==> config.mk <==
export PLATFORM = sky130hd
export DESIGN_NAME = iso2022_to_sjis_decoder_core_flat
export DESIGN_NICKNAME = d
export VERILOG_FILES = /design/src/rtl/i2s_pkg.sv /design/src/rtl/i2s_if.sv /design/src/rtl/i2s_front.sv /design/src/rtl/i2s_queue.sv /design/src/rtl/i2s_back.sv /design/src/rtl/iso2022_to_sjis_decoder_core.sv /design/src/flat_wrapper.sv
export SDC_FILE = /design/constraint.sdc
export NUM_CORES = 1
export LEC_CHECK = 0
export BUFFER_PORTS_ARGS = -buffer_cell sky130_fd_sc_hd__buf_2
export CAP_MARGIN = 20
export CORE_MARGIN = 4
export CORE_UTILIZATION = 60
export DETAILED_ROUTE_END_ITERATION = 12
export PLACE_DENSITY = 0.79
export SLEW_MARGIN = 20
export SYNTH_ARGS = -nofsm -noshare
export SYNTH_HDL_FRONTEND = slang
export SYNTH_SLANG_ARGS = --single-unit
export TNS_END_PERCENT = 10
==> constraint.sdc <==
create_clock -name clk_i -period 8.1 [get_ports clk_i]
set_input_delay 1.62 -clock clk_i [delete_from_list [all_inputs] [get_ports clk_i]]
set_output_delay 1.62 -clock clk_i [all_outputs]
set_load 0.005 [all_outputs]
==> src/rtl/i2s_pkg.sv <==
// Package with shared constants, escape table and queue entry type of the ISO 2022 decoder.
`default_nettype none
package i2s_pkg;

  localparam int unsigned CHARSET_COUNT    = 19;
  localparam int unsigned SET_W            = 5;
  localparam int unsigned ESC_TBL_W        = 4;
  localparam int unsigned ESC_MAX_BYTES_DEF = 4;
  localparam int unsigned QUEUE_DEPTH_DEF  = 2;

  localparam logic [SET_W-1:0] SET_ASCII   = 5'd0;
  localparam logic [SET_W-1:0] SET_JIS0208 = 5'd13;
  localparam logic [SET_W-1:0] SET_GB2312  = 5'd18;

  localparam logic [7:0] ESC_BYTE      = 8'h1B;
  localparam logic [7:0] ESC_TERM_MIN  = 8'h40;
  localparam logic [7:0] LEAD_SPLIT    = 8'd95;
  localparam logic [7:0] LEAD_OFS_LO   = 8'd112;
  localparam logic [7:0] LEAD_OFS_HI   = 8'd176;
  localparam logic [7:0] TRAIL_SPLIT   = 8'd95;
  localparam logic [7:0] TRAIL_ODD_HI  = 8'd32;
  localparam logic [7:0] TRAIL_ODD_LO  = 8'd31;
  localparam logic [7:0] TRAIL_EVEN    = 8'd126;

  localparam logic [7:0] ESC_TABLE [CHARSET_COUNT][ESC_TBL_W] = '{
    '{8'h1B, 8'h28, 8'h42, 8'h00}, '{8'h1B, 8'h2D, 8'h41, 8'h00},
    '{8'h1B, 8'h2D, 8'h42, 8'h00}, '{8'h1B, 8'h2D, 8'h43, 8'h00},
    '{8'h1B, 8'h2D, 8'h44, 8'h00}, '{8'h1B, 8'h2D, 8'h4C, 8'h00},
    '{8'h1B, 8'h2D, 8'h47, 8'h00}, '{8'h1B, 8'h2D, 8'h46, 8'h00},
    '{8'h1B, 8'h2D, 8'h48, 8'h00}, '{8'h1B, 8'h2D, 8'h4D, 8'h00},
    '{8'h1B, 8'h29, 8'h49, 8'h00}, '{8'h1B, 8'h2D, 8'h54, 8'h00},
    '{8'h1B, 8'h28, 8'h4A, 8'h00}, '{8'h1B, 8'h24, 8'h42, 8'h00},
    '{8'h1B, 8'h24, 8'h28, 8'h44}, '{8'h1B, 8'h24, 8'h29, 8'h43},
    '{8'h00, 8'h00, 8'h00, 8'h00}, '{8'h00, 8'h00, 8'h00, 8'h00},
    '{8'h1B, 8'h24, 8'h29, 8'h41}
  };

  localparam logic [2:0] ESC_SIZE [CHARSET_COUNT] = '{
    3'd3, 3'd3, 3'd3, 3'd3, 3'd3, 3'd3, 3'd3, 3'd3, 3'd3, 3'd3,
    3'd3, 3'd3, 3'd3, 3'd3, 3'd4, 3'd4, 3'd0, 3'd0, 3'd4
  };

  typedef struct packed {
    logic [7:0] byte0;
    logic [7:0] byte1;
    logic       two;
    logic       data;
    logic       eos;
    logic       jis;
    logic       gb;
  } entry_t;

  function automatic logic is_jis(input logic [SET_W-1:0] s);
    return s inside {5'd10, 5'd12, 5'd13, 5'd14};
  endfunction

endpackage
`default_nettype wire

==> src/rtl/i2s_if.sv <==
// Valid/ready channel interfaces for input bytes and decoded results.
`default_nettype none
interface i2s_in_if;
  logic       valid;
  logic       ready;
  logic [7:0] in_byte;
  logic       last_byte;

  modport source (output valid, output in_byte, output last_byte, input ready);
  modport sink (input valid, input in_byte, input last_byte, output ready);
endinterface

interface i2s_out_if;
  logic       valid;
  logic       ready;
  logic [7:0] out_byte;
  logic       byte_valid;
  logic       end_of_string;
  logic       jis_seen;
  logic       gb_seen;

  modport source (output valid, output out_byte, output byte_valid, output end_of_string,
                  output jis_seen, output gb_seen, input ready);
  modport sink (input valid, input out_byte, input byte_valid, input end_of_string,
                input jis_seen, input gb_seen, output ready);
endinterface
`default_nettype wire

==> src/rtl/i2s_front.sv <==
// Front end: accepts bytes, tracks escapes and character set, forms queue entries.
`default_nettype none
module i2s_front #(
  parameter int unsigned EscMaxBytes = i2s_pkg::ESC_MAX_BYTES_DEF
) (
  input  wire logic                      clk_i,
  input  wire logic                      rst_ni,
  i2s_in_if.sink                         in_i,
  input  wire logic                      cfg_we_i,
  input  wire logic [i2s_pkg::SET_W-1:0] cfg_wdata_i,
  input  wire logic                      q_full_i,
  output      logic                      push_o,
  output      i2s_pkg::entry_t           entry_o
);
  import i2s_pkg::*;

  localparam int unsigned LenW = $clog2(EscMaxBytes + 2);
  localparam int unsigned CmpN = (EscMaxBytes > ESC_TBL_W) ? EscMaxBytes : ESC_TBL_W;

  logic [SET_W-1:0] decl_q, cur_q, cur_d;
  logic             in_esc_q, in_esc_d;
  logic [LenW-1:0]  esc_len_q, esc_len_d, len_new;
  logic [7:0]       esc_q [EscMaxBytes];
  logic [7:0]       esc_new [CmpN];
  logic [7:0]       lead_q, lead_d;
  logic             lead_pend_q, lead_pend_d;
  logic             jis_q, jis_d, gb_q, gb_d;
  logic             accept, esc_start, hit, same;
  logic [SET_W-1:0] hit_idx;
  logic [7:0]       b, lead_hi, trail, trail_add;
  logic [8:0]       lead_sum;
  logic [7:0]       lead_ofs;

  assign in_i.ready = !q_full_i;
  assign accept     = in_i.valid && in_i.ready;
  assign b          = in_i.in_byte;

  for (genvar gi = 0; gi < CmpN; gi++) begin : g_cmp
    if (gi < EscMaxBytes) begin : g_st
      assign esc_new[gi] = (esc_len_q == LenW'(gi)) ? b : esc_q[gi];
    end else begin : g_pad
      assign esc_new[gi] = 8'h00;
    end
  end

  assign len_new = (esc_len_q <= LenW'(EscMaxBytes)) ? esc_len_q + LenW'(1) : esc_len_q;

  always_comb begin
    hit     = 1'b0;
    hit_idx = SET_ASCII;
    same    = 1'b0;
    for (int k = CHARSET_COUNT - 1; k >= 0; k--) begin
      same = (ESC_SIZE[k] != 3'd0) && (LenW'(ESC_SIZE[k]) == len_new) &&
             (len_new <= LenW'(EscMaxBytes));
      for (int i = 0; i < ESC_TBL_W; i++) begin
        if (i < int'(ESC_SIZE[k]) && esc_new[i] != ESC_TABLE[k][i]) begin
          same = 1'b0;
        end
      end
      if (same) begin
        hit     = 1'b1;
        hit_idx = SET_W'(k);
      end
    end
  end

  assign lead_sum  = {1'b0, lead_q} + 9'd1;
  assign lead_ofs  = (lead_q < LEAD_SPLIT) ? LEAD_OFS_LO : LEAD_OFS_HI;
  assign lead_hi   = lead_sum[8:1] + lead_ofs;
  assign trail_add = lead_q[0] ? ((b > TRAIL_SPLIT) ? TRAIL_ODD_HI : TRAIL_ODD_LO) : TRAIL_EVEN;
  assign trail     = b + trail_add;

  always_comb begin
    cur_d       = cur_q;
    in_esc_d    = in_esc_q;
    esc_len_d   = esc_len_q;
    lead_d      = lead_q;
    lead_pend_d = lead_pend_q;
    jis_d       = jis_q;
    gb_d        = gb_q;
    esc_start   = 1'b0;
    push_o      = 1'b0;
    entry_o     = '0;
    if (accept) begin
      if (in_esc_q) begin
        esc_len_d = len_new;
        if (b >= ESC_TERM_MIN) begin
          if (hit) begin
            cur_d = hit_idx;
          end
          in_esc_d  = 1'b0;
          esc_len_d = '0;
        end
      end else if (b == ESC_BYTE && !lead_pend_q) begin
        esc_start = 1'b1;
        in_esc_d  = 1'b1;
        esc_len_d = LenW'(1);
      end else if (cur_q == SET_JIS0208 && !lead_pend_q) begin
        lead_d      = b;
        lead_pend_d = 1'b1;
      end else begin
        push_o        = 1'b1;
        entry_o.data  = 1'b1;
        if (cur_q == SET_JIS0208) begin
          entry_o.byte0 = lead_hi;
          entry_o.byte1 = trail;
          entry_o.two   = 1'b1;
          lead_pend_d   = 1'b0;
        end else begin
          entry_o.byte0 = b;
        end
        jis_d = jis_q || is_jis(cur_q) || is_jis(decl_q);
        gb_d  = gb_q || cur_q == SET_GB2312 || decl_q == SET_GB2312;
      end
      if (in_i.last_byte) begin
        push_o      = 1'b1;
        entry_o.eos = 1'b1;
        entry_o.jis = jis_d;
        entry_o.gb  = gb_d;
        cur_d       = SET_ASCII;
        in_esc_d    = 1'b0;
        esc_len_d   = '0;
        lead_pend_d = 1'b0;
        jis_d       = 1'b0;
        gb_d        = 1'b0;
      end
    end
  end

  always_ff @(posedge clk_i or negedge rst_ni) begin
    if (!rst_ni) begin
      decl_q      <= SET_ASCII;
      cur_q       <= SET_ASCII;
      in_esc_q    <= 1'b0;
      esc_len_q   <= '0;
      lead_pend_q <= 1'b0;
      jis_q       <= 1'b0;
      gb_q        <= 1'b0;
    end else begin
      if (cfg_we_i) begin
        decl_q <= cfg_wdata_i;
      end
      cur_q       <= cur_d;
      in_esc_q    <= in_esc_d;
      esc_len_q   <= esc_len_d;
      lead_pend_q <= lead_pend_d;
      jis_q       <= jis_d;
      gb_q        <= gb_d;
    end
  end

  always_ff @(posedge clk_i) begin
    lead_q <= lead_d;
    for (int i = 0; i < EscMaxBytes; i++) begin
      if (accept && in_esc_q && esc_len_q == LenW'(i)) begin
        esc_q[i] <= b;
      end else if (esc_start && i == 0) begin
        esc_q[i] <= b;
      end
    end
  end

endmodule
`default_nettype wire

==> src/rtl/i2s_queue.sv <==
// Short queue of decoded entries between front and back end.
`default_nettype none
module i2s_queue #(
  parameter int unsigned Depth = i2s_pkg::QUEUE_DEPTH_DEF
) (
  input  wire logic            clk_i,
  input  wire logic            rst_ni,
  input  wire logic            push_i,
  input  wire i2s_pkg::entry_t entry_i,
  input  wire logic            pop_i,
  output      logic            full_o,
  output      logic            empty_o,
  output      i2s_pkg::entry_t head_o
);
  import i2s_pkg::*;

  localparam int unsigned PtrW = (Depth > 1) ? $clog2(Depth) : 1;
  localparam int unsigned CntW = $clog2(Depth + 1);

  entry_t          mem_q [Depth];
  logic [PtrW-1:0] wr_ptr_q, rd_ptr_q;
  logic [CntW-1:0] cnt_q;

  assign full_o  = (cnt_q == CntW'(Depth));
  assign empty_o = (cnt_q == '0);
  assign head_o  = mem_q[rd_ptr_q];

  always_ff @(posedge clk_i) begin
    if (push_i) begin
      mem_q[wr_ptr_q] <= entry_i;
    end
  end

  always_ff @(posedge clk_i or negedge rst_ni) begin
    if (!rst_ni) begin
      wr_ptr_q <= '0;
      rd_ptr_q <= '0;
      cnt_q    <= '0;
    end else begin
      if (push_i) begin
        wr_ptr_q <= (wr_ptr_q == PtrW'(Depth - 1)) ? '0 : wr_ptr_q + PtrW'(1);
      end
      if (pop_i) begin
        rd_ptr_q <= (rd_ptr_q == PtrW'(Depth - 1)) ? '0 : rd_ptr_q + PtrW'(1);
      end
      if (push_i && !pop_i) begin
        cnt_q <= cnt_q + CntW'(1);
      end else if (pop_i && !push_i) begin
        cnt_q <= cnt_q - CntW'(1);
      end
    end
  end

endmodule
`default_nettype wire

==> src/rtl/i2s_back.sv <==
// Back end: splits queue entries into result requests and holds the output register.
`default_nettype none
module i2s_back (
  input  wire logic            clk_i,
  input  wire logic            rst_ni,
  input  wire logic            empty_i,
  input  wire i2s_pkg::entry_t head_i,
  output      logic            pop_o,
  i2s_out_if.source            out_o
);
  import i2s_pkg::*;

  logic       valid_q, valid_d;
  logic       phase_q, phase_d;
  logic [7:0] byte_q, byte_d;
  logic       data_q, data_d, eos_q, eos_d, jis_q, jis_d, gb_q, gb_d;
  logic       load;

  assign load = !valid_q || out_o.ready;

  always_comb begin
    valid_d = valid_q;
    phase_d = phase_q;
    byte_d  = byte_q;
    data_d  = data_q;
    eos_d   = eos_q;
    jis_d   = jis_q;
    gb_d    = gb_q;
    pop_o   = 1'b0;
    if (load) begin
      valid_d = !empty_i;
      if (!empty_i) begin
        data_d = head_i.data;
        if (head_i.two && !phase_q) begin
          byte_d  = head_i.byte0;
          eos_d   = 1'b0;
          jis_d   = 1'b0;
          gb_d    = 1'b0;
          phase_d = 1'b1;
        end else begin
          byte_d  = head_i.two ? head_i.byte1 : head_i.byte0;
          eos_d   = head_i.eos;
          jis_d   = head_i.jis;
          gb_d    = head_i.gb;
          phase_d = 1'b0;
          pop_o   = 1'b1;
        end
      end
    end
  end

  always_ff @(posedge clk_i or negedge rst_ni) begin
    if (!rst_ni) begin
      valid_q <= 1'b0;
      phase_q <= 1'b0;
    end else begin
      valid_q <= valid_d;
      phase_q <= phase_d;
    end
  end

  always_ff @(posedge clk_i) begin
    byte_q <= byte_d;
    data_q <= data_d;
    eos_q  <= eos_d;
    jis_q  <= jis_d;
    gb_q   <= gb_d;
  end

  assign out_o.valid         = valid_q;
  assign out_o.out_byte      = byte_q;
  assign out_o.byte_valid    = data_q;
  assign out_o.end_of_string = eos_q;
  assign out_o.jis_seen      = jis_q;
  assign out_o.gb_seen       = gb_q;

endmodule
`default_nettype wire

==> src/rtl/iso2022_to_sjis_decoder_core.sv <==
// Top level of the ISO 2022 to Shift-JIS byte stream decoder.
// Takes one text byte per cycle while the queue is not full and gives one result per
// cycle while results are taken; a byte pair under JIS X 0208 yields two results from
// its trail byte, which the single output register of the back end sends one after
// another. Escapes and lead bytes give no result. A result passes a queue write, then
// the output register. The queue of QueueDepth entries lets the input keep flowing while
// a result waits on the output. The last byte of a string always gives a result marked
// end_of_string carrying the JIS and GB seen flags, after which the decoder returns to
// the ASCII set. Write declared_charset only while the block is idle.
`default_nettype none
module iso2022_to_sjis_decoder_core #(
  parameter int unsigned EscMaxBytes = i2s_pkg::ESC_MAX_BYTES_DEF,
  parameter int unsigned QueueDepth  = i2s_pkg::QUEUE_DEPTH_DEF
) (
  input  wire logic                      clk_i,
  input  wire logic                      rst_ni,
  i2s_in_if.sink                         in_i,
  i2s_out_if.source                      out_o,
  input  wire logic                      cfg_we_i,
  input  wire logic [i2s_pkg::SET_W-1:0] cfg_wdata_i
);
  import i2s_pkg::*;

  logic   push, pop, q_full, q_empty;
  entry_t entry, head;

  i2s_front #(
    .EscMaxBytes(EscMaxBytes)
  ) u_front (
    .clk_i      (clk_i),
    .rst_ni     (rst_ni),
    .in_i       (in_i),
    .cfg_we_i   (cfg_we_i),
    .cfg_wdata_i(cfg_wdata_i),
    .q_full_i   (q_full),
    .push_o     (push),
    .entry_o    (entry)
  );

  i2s_queue #(
    .Depth(QueueDepth)
  ) u_queue (
    .clk_i  (clk_i),
    .rst_ni (rst_ni),
    .push_i (push),
    .entry_i(entry),
    .pop_i  (pop),
    .full_o (q_full),
    .empty_o(q_empty),
    .head_o (head)
  );

  i2s_back u_back (
    .clk_i  (clk_i),
    .rst_ni (rst_ni),
    .empty_i(q_empty),
    .head_i (head),
    .pop_o  (pop),
    .out_o  (out_o)
  );

endmodule
`default_nettype wire

==> src/flat_wrapper.sv <==
// flat-port wrapper written by rule: the top's interface ports become plain ports
module iso2022_to_sjis_decoder_core_flat import i2s_pkg::*;
#(
  parameter int unsigned EscMaxBytes = i2s_pkg::ESC_MAX_BYTES_DEF,
  parameter int unsigned QueueDepth  = i2s_pkg::QUEUE_DEPTH_DEF
)
  (clk_i, rst_ni, cfg_we_i, cfg_wdata_i, in_i_valid, in_i_in_byte, in_i_last_byte, in_i_ready, out_o_valid, out_o_out_byte, out_o_byte_valid, out_o_end_of_string, out_o_jis_seen, out_o_gb_seen, out_o_ready);
  i2s_in_if in_i_i ();
  i2s_out_if out_o_i ();
  input  wire logic clk_i;
  input  wire logic rst_ni;
  input  wire logic cfg_we_i;
  input  wire logic [i2s_pkg::SET_W-1:0] cfg_wdata_i;
  input wire logic [$bits(in_i_i.valid)-1:0] in_i_valid;
  input wire logic [$bits(in_i_i.in_byte)-1:0] in_i_in_byte;
  input wire logic [$bits(in_i_i.last_byte)-1:0] in_i_last_byte;
  output wire logic [$bits(in_i_i.ready)-1:0] in_i_ready;
  output wire logic [$bits(out_o_i.valid)-1:0] out_o_valid;
  output wire logic [$bits(out_o_i.out_byte)-1:0] out_o_out_byte;
  output wire logic [$bits(out_o_i.byte_valid)-1:0] out_o_byte_valid;
  output wire logic [$bits(out_o_i.end_of_string)-1:0] out_o_end_of_string;
  output wire logic [$bits(out_o_i.jis_seen)-1:0] out_o_jis_seen;
  output wire logic [$bits(out_o_i.gb_seen)-1:0] out_o_gb_seen;
  input wire logic [$bits(out_o_i.ready)-1:0] out_o_ready;
  assign in_i_i.valid = in_i_valid;
  assign in_i_i.in_byte = in_i_in_byte;
  assign in_i_i.last_byte = in_i_last_byte;
  assign in_i_ready = in_i_i.ready;
  assign out_o_valid = out_o_i.valid;
  assign out_o_out_byte = out_o_i.out_byte;
  assign out_o_byte_valid = out_o_i.byte_valid;
  assign out_o_end_of_string = out_o_i.end_of_string;
  assign out_o_jis_seen = out_o_i.jis_seen;
  assign out_o_gb_seen = out_o_i.gb_seen;
  assign out_o_i.ready = out_o_ready;
  iso2022_to_sjis_decoder_core #(.EscMaxBytes(EscMaxBytes), .QueueDepth(QueueDepth)) u_core (.clk_i(clk_i), .rst_ni(rst_ni), .in_i(in_i_i), .out_o(out_o_i), .cfg_we_i(cfg_we_i), .cfg_wdata_i(cfg_wdata_i));
endmodule
**After elaboration in Yosys (flattened, before gate mapping)**

Memories as Yosys holds them, arrays and structs flattened.
Cells that the tools add are included.

- $add $sub $neg: 8
- Multipliers: 0
- Divide/modulo/power cells: 0
- $lt $le $gt $ge: 5
- Equality and inequality tests: 41
- Shift operators: 0
- Mux-type cells: 140
- Bitwise gates (word level): 4
- Reductions and logical operators: 43

Operator list:

| kind | number |
|---|---|
| != test 8 x 7 -> 1 bit (second input constant) | 15 |
| 2-to-1 mux 5 bit | 21 |
| 2-to-1 mux 8 bit | 12 |
| 2-to-1 mux 1 bit | 89 |
| 2-to-1 mux 18 bit | 3 |
| != test 8 x 6 -> 1 bit (second input constant) | 6 |
| equality test 5 x 4 -> 1 bit (second input constant) | 8 |
| OR reduction 8 bit | 3 |
| 2-to-1 mux 21 bit | 1 |
| 2-to-1 mux 3 bit | 6 |
| logical AND 1 bit | 13 |
| AND reduction 4 bit | 3 |
| equality test 5 bit (second input constant) | 2 |
| 2-to-1 mux 2 bit | 5 |
| adder 8 x 1 -> 9 bit (second input constant) | 1 |
| 2-to-1 mux 9 bit | 1 |
| adder 8 x 7 -> 8 bit | 1 |
| adder 8 bit | 1 |
| equality test 8 x 5 -> 1 bit (second input constant) | 1 |
| >= comparator 8 x 7 -> 1 bit (second input constant) | 1 |
| > comparator 8 x 7 -> 1 bit (second input constant) | 1 |
| less-than comparator 8 x 7 -> 1 bit (second input constant) | 1 |
| != test 8 x 5 -> 1 bit (second input constant) | 1 |
| nonzero test 2 bit | 4 |
| 22 further kinds | 41 |

- Flip-flop bits (word level): 43
- Latch bits: 0
- RAM bits: 74
- Memory bits (read-only): 0
- Input bits: 19
- Output and inout port bits: 14
- Logic and storage cells: 261
- Memories kept: 2

Memory list:

| name | words | bits a word | rd ports | clocked after memory_dff | write ports | RTL line | RTL |
|---|---|---|---|---|---|---|---|
| u_core.u_queue.mem_q | 2 | 21 | 1 | 0 | 1 | i2s_queue.sv:20 | `entry_t mem_q [Depth];` |
| u_core.u_front.esc_q | 4 | 8 | 4 | 0 | 1 | i2s_front.sv:23 | `logic [7:0] esc_q [EscMaxBytes];` |

**Depth between registers and ports, before layout**

- Depth after elaboration: 29
- Mapped depth: 14
- Gate-level depth less buffers: 13

**Hierarchy**

Synthesis repeated with hierarchy kept, for this count alone.

- Cells, all modules: 494
- Area, all modules: 5998.3 um^2

By module, submodules not included:

| module | times used | cells each | area each (um^2) | seq. area each (um^2) |
|---|---|---|---|---|
| i2s_front | 1 | 379 | 3724.8 | 1626.6 |
| i2s_queue | 1 | 81 | 1706.6 | 1361.3 |
| i2s_back | 1 | 34 | 566.8 | 410.4 |

**Least setup slack after synthesis**

Ideal clock, no wire load.

- Kind: input to register
- Start: input port in_i_in_byte[1]
- End: memory u_core.u_queue.mem_q[0][0] (netlist bit), enable pin
- Library setup time: 406 ps
- Data arrival time: 3814 ps
- Required time: 7694 ps
- Slack: 3880 ps
- Cell stages on the path: 7
- Buffers on the path: 1
- Cell sequence: clkbuf_2 and4b_1 nand3_1 nor2_1 or2_1 or3_1 a21oi_1

- Cells in the longest elaborated chain, start to end: 8

RTL lines:

| what | RTL line | RTL |
|---|---|---|
| start, declared | flat_wrapper.sv:15 | `input wire logic [$bits(in_i_i.in_byte)-1:0] in_i_in_byte;` |
| equality test 8 x 5 -> 1 bit | i2s_front.sv:94 | `end else if (b == ESC_BYTE && !lead_pend_q) begin` |
| logical AND 1 bit | i2s_front.sv:94 |  |
| 2-to-1 mux 1 bit | i2s_front.sv:94 |  |
| 2-to-1 mux 1 bit | i2s_front.sv:85 | `if (in_esc_q) begin` |
| 2-to-1 mux 1 bit | i2s_front.sv:115 | `if (in_i.last_byte) begin` |
| 2-to-1 mux 1 bit | i2s_front.sv:84 | `if (accept) begin` |
| 2-to-1 mux 1 bit | i2s_queue.sv:29 | `if (push_i) begin` |
| 2-to-1 mux 1 bit (implied by the code) | i2s_queue.sv:30 | `mem_q[wr_ptr_q] <= entry_i;` |
| end, declared | i2s_queue.sv:20 |  |

Every way passes these cells.

**Final worst setup path**

- Start: input port in_i_in_byte[1]
- End: memory u_core.u_queue.mem_q[1][19] (netlist bit), enable pin

- Cells in the longest elaborated chain, start to end: 8

RTL lines:

| what | RTL line | RTL |
|---|---|---|
| equality test 8 x 5 -> 1 bit | i2s_front.sv:94 |  |
| logical AND 1 bit | i2s_front.sv:94 |  |
| 2-to-1 mux 1 bit | i2s_front.sv:94 |  |
| 2-to-1 mux 1 bit | i2s_front.sv:85 |  |
| 2-to-1 mux 1 bit | i2s_front.sv:115 |  |
| 2-to-1 mux 1 bit | i2s_front.sv:84 |  |
| net u_core.push | iso2022_to_sjis_decoder_core.sv:24 | `logic push, pop, q_full, q_empty;` |
| 2-to-1 mux 1 bit | i2s_queue.sv:29 |  |
| 2-to-1 mux 1 bit (implied by the code) | i2s_queue.sv:30 |  |

The timed path passes the listed nets, and every way through them passes these cells.

==> results.yml <==
run_status:
  status: "finished, final reports clean"
place:
  pre_cts_slack_ps: 3790
  port_buffers: 32
  gp_congestion: 0.848
  dpl.hpwl_um: 8250
hold_path:
  holdCritStartpoint: "u_core.u_front.gb_q$_DFFE_PN0P_"
  min_path_type: "flop to flop"
timing:
  fmax_ghz: 0.267
  setup_tns_ps: 0
  setup_viol: 0
  hold_viol: 0
  skew_ps: 13.0
  maxSlewViolCount: 0
  finalCriticalPeriod_ps: 3750
  rsz0062_at_grt: "no"
  slew_headroom_pct: 38.9
  finalWorstSetupSlack_ps: 4350
  finalCritPeriodShare_pct: 46.3
  worstMarginPinSlew_ps: 916
global_route:
  gr-total-overflow: 0
  grt_pass1_wl_um: 19300
  antenna_found_initial: 0
  grt_use_total_pct: 22.2
  grt_max_degree: 24
  grt_pass1_vias: 3862
worst_setup_path:
  end_kind: "flop"
  crit_family: "simple AND/OR/NAND/NOR gates"
  cp_slowest_stage_delay_ps: 750
  crit_chain: "buf_2 > and4b_1 > nand3_1 > nor2_1 > or2_1 > or3_1 > nand2_1 > and2_1"
  crit_path_start: "in_i_in_byte[1]"
  required_ps: 8240
  reg2reg_from: "u_core.u_front.esc_len_q[0]$_DFFE_PN0P_"
  start_kind: "input port"
  cpMaxStageDelayCell: "and2_1"
  path_class: "input port to flop"
  cp_num_buf_inv: 1
  critical_path_arrival_ps: 3890
  path_max_fanout: 22
layout:
  n_antenna_cell: 0
  utilization_pct: 71.9
  drive_above_1_share_pct: 17.3
  fin_nets: 550
  area_growth_pct: 15.5
routing:
  dr.pass1.iters: 6
  drtIter0Drc: 191
  drc: 0
  drt-total-wl_um: 12000
  viasPerCell: 5.97
  wl_met1_um: 5120
  met2_wirelength_um: 6070
  ant_nets: 0
  route.met3.wl_um: 553
  vias: 3918
  highest_layer: "met4"
  wire_per_inst_um: 18.3
logic_synthesis:
  synth_nets: 512
  syn_inst: 476
  synth_top_cell_area_share_pct: 48.3
  synth_edf_count: 94
  netlist_top_cells_area: "edfxtp_1 48%, dfrtp_1 9.9%, ha_1 3.4%, nor2_1 3.4%, mux4_2 3.1%"
  synth-seq-cells: 117
  synth.cell_area_um2: 5840
  async_flop_share_pct: 19.7
  seq_area_frac_synth_pct: 58.2
  synth_cell_type_count: 57
  synth_top_area_cell: "edfxtp_1"
  ys.flop_type: "edfxtp_1"
  yosysWarnings: 0
  avgSynthCellArea_um2: 12.3
die:
  die_w_um: 107
  fp-row-count: 35
  io_pins: 33
  die_h_um: 107
  die_area_um2: 11400
  core-area_um2: 9370
  floorplan.initialDensity_pct: 62.3
pwr:
  ir_drop_uv: 163
  p_leak_uw: 0.00263
  powerDensity_nw_per_um2: 286
clock_network:
  cts_resized: 0
  cts_hold_buf: 0
  cts_buffers: 17
  clock-root-buffer: "clkbuf_8"
  cts_sinks: 117
  postCtsSetupRepairBufs: 0
  clkLatencyLatePin_ps: 520
  clk_pin_slew_worst_paths_ps: 50
  htree_levels: 4
  cts_tree: "done"
  clk_path_buf_depth: 2
job:
  maxCapViolations: 0
## worst paths after layout
| kind | to | slack, ps | depth (start not counted) |
|---|---|---|---|
| setup / recovery | u_core.u_queue.mem_q[1][19]$_DFFE_PP_ | 4350 | 8 |
| hold / removal | u_core.u_front.gb_q$_DFFE_PN0P_ | 500 | 1 |
| setup reg to reg | u_core.u_front.cur_q[3]$_DFFE_PN0P_ | 4490 | 10 |
| hold reg to reg | u_core.u_front.gb_q$_DFFE_PN0P_ | 500 | 1 |
| max in group asynchronous | u_core.u_front.gb_q$_DFFE_PN0P_ | 6660 | 1 |
| min in group asynchronous | u_core.u_queue.rd_ptr_q$_DFFE_PN0P_ | 1080 | 1 |
## worst register-to-register path: stages, from the launching register on
cell,delay (ps)
dfrtp_1,500
inv_1,140
ha_1,250
nand2b_1,660
mux2_2,480
nor4_1,370
a22oi_1,180
a31oi_1,220
nor4_1,110
a211o_1,360
a22o_1,240
## layout by cell type (no fill, tap or decap), types with 3 or more instances in the layout
| master | count |
|---|---|
| a211oi_1 | 3 |
| a21o_1 | 5 |
| a21oi_1 | 25 |
| a22o_1 | 5 |
| a31oi_1 | 5 |
| and2_1 | 4 |
| and3_1 | 7 |
| and4b_1 | 3 |
| buf_2 | 32 |
| bufinv_16 | 4 |
| clkbuf_16 | 16 |
| clkinv_4 | 4 |
| dfrtp_1 | 23 |
| edfxtp_1 | 94 |
| ha_1 | 16 |
| inv_1 | 16 |
| inv_6 | 3 |
| mux2_2 | 13 |
| mux2i_1 | 17 |
| mux4_2 | 8 |
| nand2_1 | 32 |
| nand2b_1 | 12 |
| nand3_1 | 16 |
| nand3b_1 | 4 |
| nand4_1 | 3 |
| nor2_1 | 53 |
| nor2b_1 | 10 |
| nor3_1 | 8 |
| nor3b_1 | 5 |
| nor4b_1 | 5 |
| o21a_1 | 5 |
| o21ai_0 | 15 |
| xnor2_1 | 10 |
| xor2_1 | 8 |
## power by group
part           internal (µW)  switching, µW
logic                    132            165
clock network            501            273
registers                804           54.4
total                   1440            492
## synth_stat cells, types with 7 or more instances
cell type and n:
edfxtp_1 94, nor2_1 53, nand2_1 32, a21oi_1 26, dfrtp_1 23, mux2i_1 17, ha_1 16, inv_1 16
nand3_1 16, o21ai_0 15, mux2_2 13, nand2b_1 12, clkbuf_1 11, nor2b_1 10, xnor2_1 10, mux4_2 8
nor3_1 8, xor2_1 8, and3_1 7
## layer usage
| metal | vias to the layer above | global-route usage (%) |
|---|---|---|
| met3 | 19 | 5.90 |
| met2 | 107 | 36.7 |
| met4 | 0 | 8.22 |
| met5 | - | 0 |
| li1 | 1865 | - |
| met1 | 1927 | 28.2 |
## cell families after synthesis
group / share of synthesized area [%]
AND/OR/NAND/NOR: 15.6
flip-flops: 58.2
AO/OA/AOI/OAI: 9.02
multiplexers: 8.51
buffers and inverters: 2.16
XOR/XNOR: 2.70
adder cells (fa/ha/maj): 3.77
## final cells by class
type | instances | area [µm²]
flip-flops and latches | 117 | 3400
inverters | 16 | 60.1
repair buffers | 35 | 180
clock inverters | 15 | 204
clock buffers | 17 | 414
multi-input cells | 327 | 2320
well taps | 129 | 161
fillers | 668 | 2630
## state kept, by name (all words and copies together) (netlist names), 2 cells and up
signal	flops
u_core.u_front.cur_q	5
u_core.u_front.esc_q	32
u_core.u_front.esc_len_q	3
u_core.u_queue.cnt_q	2
u_core.u_front.decl_q	5
u_core.u_back.out_o.out_byte	8
u_core.u_front.lead_q	8
u_core.u_queue.mem_q	42
## per-stage QoR
stage,area [µm²],total power (µW),instances,hold WS [ps]
global placement,6110,1150,623,479
CTS,6730,1940,655,502
detailed placement,6110,1160,623,484
finish,6740,1930,656,499
global route,6740,2020,656,513
floorplan,5840,1060,476,463
(Power assumes the default switching activity.)
